==> src/rtl/irc_ram.sv <==
// Generic single-port-write, single-port-read RAM with registered read.
// No dependencies.
module irc_ram #(
   parameter int Width = 32,
   parameter int Depth = 64
) (
   input  logic                     clock,
   input  logic                     wr_en,
   input  logic [$clog2(Depth)-1:0] wr_addr,
   input  logic [Width-1:0]         wr_data,
   input  logic [$clog2(Depth)-1:0] rd_addr,
   output logic [Width-1:0]         rd_data
);
   logic [Width-1:0] mem [Depth];
   always_ff @(posedge clock) begin
      if (wr_en) begin
         mem[wr_addr] <= wr_data;
      end
      rd_data <= mem[rd_addr];
   end
endmodule
==> config.mk <==
export PLATFORM = sky130hd
export DESIGN_NAME = irc_ram
export DESIGN_NICKNAME = d
export VERILOG_FILES = /design/src/rtl/irc_ram.sv
export SDC_FILE = /design/constraint.sdc
export NUM_CORES = 2
export LEC_CHECK = 0
export BUFFER_PORTS_ARGS = -buffer_cell sky130_fd_sc_hd__buf_2
export CAP_MARGIN = 20
export CORE_ASPECT_RATIO = 1.5
export CORE_MARGIN = 2
export CORE_UTILIZATION = 50
export DETAILED_ROUTE_END_ITERATION = 12
export GPL_TIMING_DRIVEN = 0
export PLACE_DENSITY = 0.65
export SLEW_MARGIN = 20
export SYNTH_ARGS = -nofsm -noshare
export SYNTH_HDL_FRONTEND = slang
export SYNTH_SLANG_ARGS = --single-unit
==> constraint.sdc <==
create_clock -name clock -period 8.55 [get_ports clock]
set_input_delay 0.4275 -clock clock [delete_from_list [all_inputs] [get_ports clock]]
set_output_delay 0.4275 -clock clock [all_outputs]
set_load 0.02 [all_outputs]
# ---- After elaboration in Yosys (flattened, before gate mapping)
# Memories as Yosys holds them, arrays and structs flattened. A register that Yosys moved wholly into a read port is not among the register bits.
# Index checks and enable logic that the tools add are counted.
dict set report classes {
  mux 2
}
# operator count
set op_table {}
lappend op_table {{2-to-1 mux 1 bit} 2}
dict set report word_totals {
  regBits 0
  wordCells 3
  mem_bits_rw 2048
  n_memories 1
}
# memory depth word_bits rd rd_clocked_by_memory_dff write_ports line_no
set memory_table {}
lappend memory_table {mem 64 32 1 1 1 14} ;# logic [Width-1:0] mem [Depth];

# ---- Logic depth before layout (Yosys ltp)
dict set report logic_depth {
  ltp_word 2
  ltp_mapped 10
  depth_no_buf 5
}

# ---- Worst setup path before layout
# No wires, ideal clock.
dict set report synth_path {
  kind {input to register}
  start {input port wr_addr[3]}
  end {memory mem[48][0], enable pin}
  t_arrival_ns 3.126
  n_path_buf 1
  t_required_ns 8.089
  path_slack_ns 4.963
  stages 4
  cell_sequence {clkbuf_1 nor2b_1 nand4b_1 nor3_1}
}
# item line_no
set synth_rtl {}
lappend synth_rtl {{from (decl)} 9} ;# input logic [$clog2(Depth)-1:0] wr_addr,
lappend synth_rtl {{to (decl)} 14}
# Straight into the memory's write port.

==> metrics.md <==
| Metric | Value |
|---|---|
| Die height | 489 um |
| Reg clk slew, reported paths | 0.07 ns |
| Clock sinks | 2080 |
| Adder-cell share of the synthesized area | 0% |
| Largest family of logic cells by synthesized area | multiplexers |
| Max Cap Violations | 0 |
| Hold path depth | 1 |
| Worst setup SP type | primary input |
| Max clock buf depth | 3 |
| Synthesized area | 78500 um^2 |
| H-tree levels | 4 |
| DR iter-0 viols | 5979 |
| Compound-cell area share of the yosys netlist | 1.67% |
| Worst-margin pin slew | 1.22 ns |
| Residual DRC | 0 |
| Clk_lat worst skew | 0.84 ns |
| Initial core utilization | 50.2% |
| Max Slew Vio Count | 0 |
| Final Hold Viols | 0 |
| WS Path Type | in2reg |
| Core area | 156000 um^2 |
| TritonCTS clock tree | built |
| Synth Area in Simple Gates | 1.27% |
| Via count | 39570 |
| Final nets | 3757 |
| Number of global-route vias before repair | 39119 |
| Port-buffer cells | 69 |
| Post-layout min period | 4.07 ns |
| Drt wl/cell | 40.0 um |
| Worst-path fanout max | 10 |
| Mux share of post-synthesis cell area | 16.8% |
| Reg2Reg Depth | 5 |
| Hpwl dp | 159000 um |
| Clock skew | 0.0246 ns |
| Antenna violations before repair | 18 |
| Lkg Pwr | 28.3 nW |
| Post-synthesis xor/xnor area fraction | 0% |
| Dpl cells | 5595 |
| Area Growth Syn to Fin | 15.7% |
| Root buffer cell | clkbuf_16 |
| Hold Path Sink | mem[40][30] |
| CTS Buf Count | 182 |
| TNS Setup | 0 ns |
| Final Setup Violations | 0 |
| Worst Hold Class | in2reg |
| Vias per Instance | 6.66 |
| Ys Warns | 0 |
| Worst Path Arrival | 4.70 ns |
| Post-CTS Setup Bufs | 0 |
| Global-route wire length before repair | 321000 um |
| Hold_buf cts | 0 |
| Tot Pwr | 20.8 mW |
| Reg2Reg Setup Slack | 5.83 ns |
| Status | finished clean |
| Total global routing track utilization | 30.0% |
| Top Ports | 78 |
| Largest net degree at the start of global routing | 65 |
| Resized Gates After CTS | 0 |
| Grt total ovfl | 0 |
| Worst r2r dst | rd_data[13] |
| RSZ-0062 raised after global routing | no |
| Slew headroom | 18.5% |
| Avg Inst Size Synth | 23.6 um^2 |
| CP Capture Type | flop |
| Routed Antenna Nets | 0 |
| Routed WL | 238000 um |
| Period utilization | 47.6% |
| Synth Instances | 3324 |
| P per Cell Area | 228 nW/um^2 |
| 1st-pass router iterations | 7 |
| Routability congestion estimate | 0.930 |
| Critical R2R Launch | mem[43][13] |
| Crit path required time | 9.18 ns |
| Post-route insts no fill | 5943 |
| FP Rows | 178 |
| Highest clock rate | 0.246 GHz |
| Yosys cell types | 34 |
| Post-synthesis sequential area ratio | 79.1% |
| Max IR drop VDD | 0.155 mV |
| Chip Width | 328 um |
| Hold Startpoint | wr_data[30] |
| Synth Net Count | 3370 |
| Layout cell share with drive strength beyond 1 | 30.6% |
| Die area | 160000 um^2 |
| #FFs+latches synth | 2080 |
==> cell usage after synthesis <==
master / count / area [um^2]
nand2_1: 26 / 97.6
a22oi_1: 12 / 90.1
buf_6: 5 / 56.3
nor2b_1: 15 / 93.8
buf_4: 25 / 188
or3_1: 3 / 18.8
and2_1: 2 / 12.5
nand2b_1: 8 / 50.1
nor3_1: 7 / 35.0
a21oi_1: 62 / 310
dfxtp_1: 32 / 641
and3_1: 4 / 25.0
or3b_2: 3 / 26.3
buf_1: 21 / 78.8
nor2_1: 137 / 514
or2_0: 1 / 6.26
nand3b_1: 5 / 37.5
nand3_1: 5 / 25.0
nand4_1: 2 / 12.5
mux4_2: 544 / 12300
or2_2: 1 / 6.26
or3b_1: 2 / 17.5
o22ai_1: 84 / 526
clkbuf_1: 74 / 278
o32ai_1: 4 / 35.0
a41o_1: 4 / 40.0
a311oi_1: 8 / 70.1
nand4b_1: 1 / 8.76
buf_2: 57 / 285
or2_1: 1 / 6.26
a31oi_1: 1 / 6.26
edfxtp_1: 2048 / 61500
o221ai_1: 27 / 236
mux2i_1: 93 / 931
==> metrics by stage <==
step	setup WS [ns]	hold WS [ns]	area, um^2	utilization [%]
after detailed placement	4.01	0.844	84900	54.3
after global placement	1.55	0.845	81500	52.1
after floorplan	4.96	0.526	78500	-
after global routing	4.71	0.161	90800	58.1
final	4.48	0.150	90900	58.1
after CTS	4.85	0.144	90800	58.1
==> critical path, stage by stage <==
cell and delay (ns):
buf_2 0.40, buf_2 0.48, buf_2 0.46, buf_1 0.78
nand3b_1 0.53, o221ai_1 0.34, a21oi_1 0.19, a21oi_1 0.83
nor2_1 0.22
==> layout by cell type (no fill, tap or decap), types with 61 or more instances in the layout <==
master	count
mux4_2	544
buf_16	61
nor2_4	62
mux2i_1	93
nor2_1	75
clkbuf_1	95
buf_2	99
edfxtp_1	2048
buf_4	65
o22ai_1	84
a21oi_1	62
clkbuf_16	189
==> worst max-delay path by stage <==
stage,from,endpoint,slack [ns],cells past startpoint
CTS,rd_addr[1],rd_data[9],4.85,9
finish,rd_addr[1],rd_data[13],4.48,9
floorplan,wr_addr[3],mem[48][0],4.96,4
global route,rd_addr[1],rd_data[13],4.71,9
detailed placement,rd_addr[1],rd_data[9],4.01,9
global placement,wr_addr[3],mem[49][20],1.55,4
==> logic make-up after synthesis <==
| group | count (synthesis) |
|---|---|
| mux | 637 |
| simple gates | 223 |
| flops | 2080 |
| compound gates | 202 |
| buf+inv | 182 |
==> state kept, by name, summed over array words and instances, names as in the netlist <==
register  flops
rd_data      32
mem        2048
==> power by group <==
| part | switching [mW] | total [mW] | leakage [nW] | internal, mW |
|---|---|---|---|---|
| clock | 3.69 | 8.22 | 2.87 | 4.53 |
| combinational | 0.844 | 1.24 | 6.76 | 0.394 |
| sequential | 0.0212 | 11.3 | 18.7 | 11.3 |
==> area by class of cell <==
| type | instances | area [um^2] |
|---|---|---|
| sequential | 2080 | 62100 |
| clock inverter | 96 | 861 |
| timing repair buffer | 203 | 3370 |
| tap | 2070 | 2590 |
| buffer | 182 | 912 |
| antenna | 11 | 27.5 |
| clock buffer | 239 | 5010 |
| multi-input combinational | 1062 | 16000 |
| fill | 11029 | 65500 |
==> routing by layer <==
layer | up-vias | global-route usage, % | wire length (um)
met5 | - | 0 | 44
li1 | 15042 | - | -
met1 | 21168 | 36.7 | 79500
met2 | 2676 | 49.4 | 117000
met4 | 6 | 18.0 | 17600
met3 | 678 | 6.51 | 23900
Note: power is estimated with default switching activity, not from simulation.
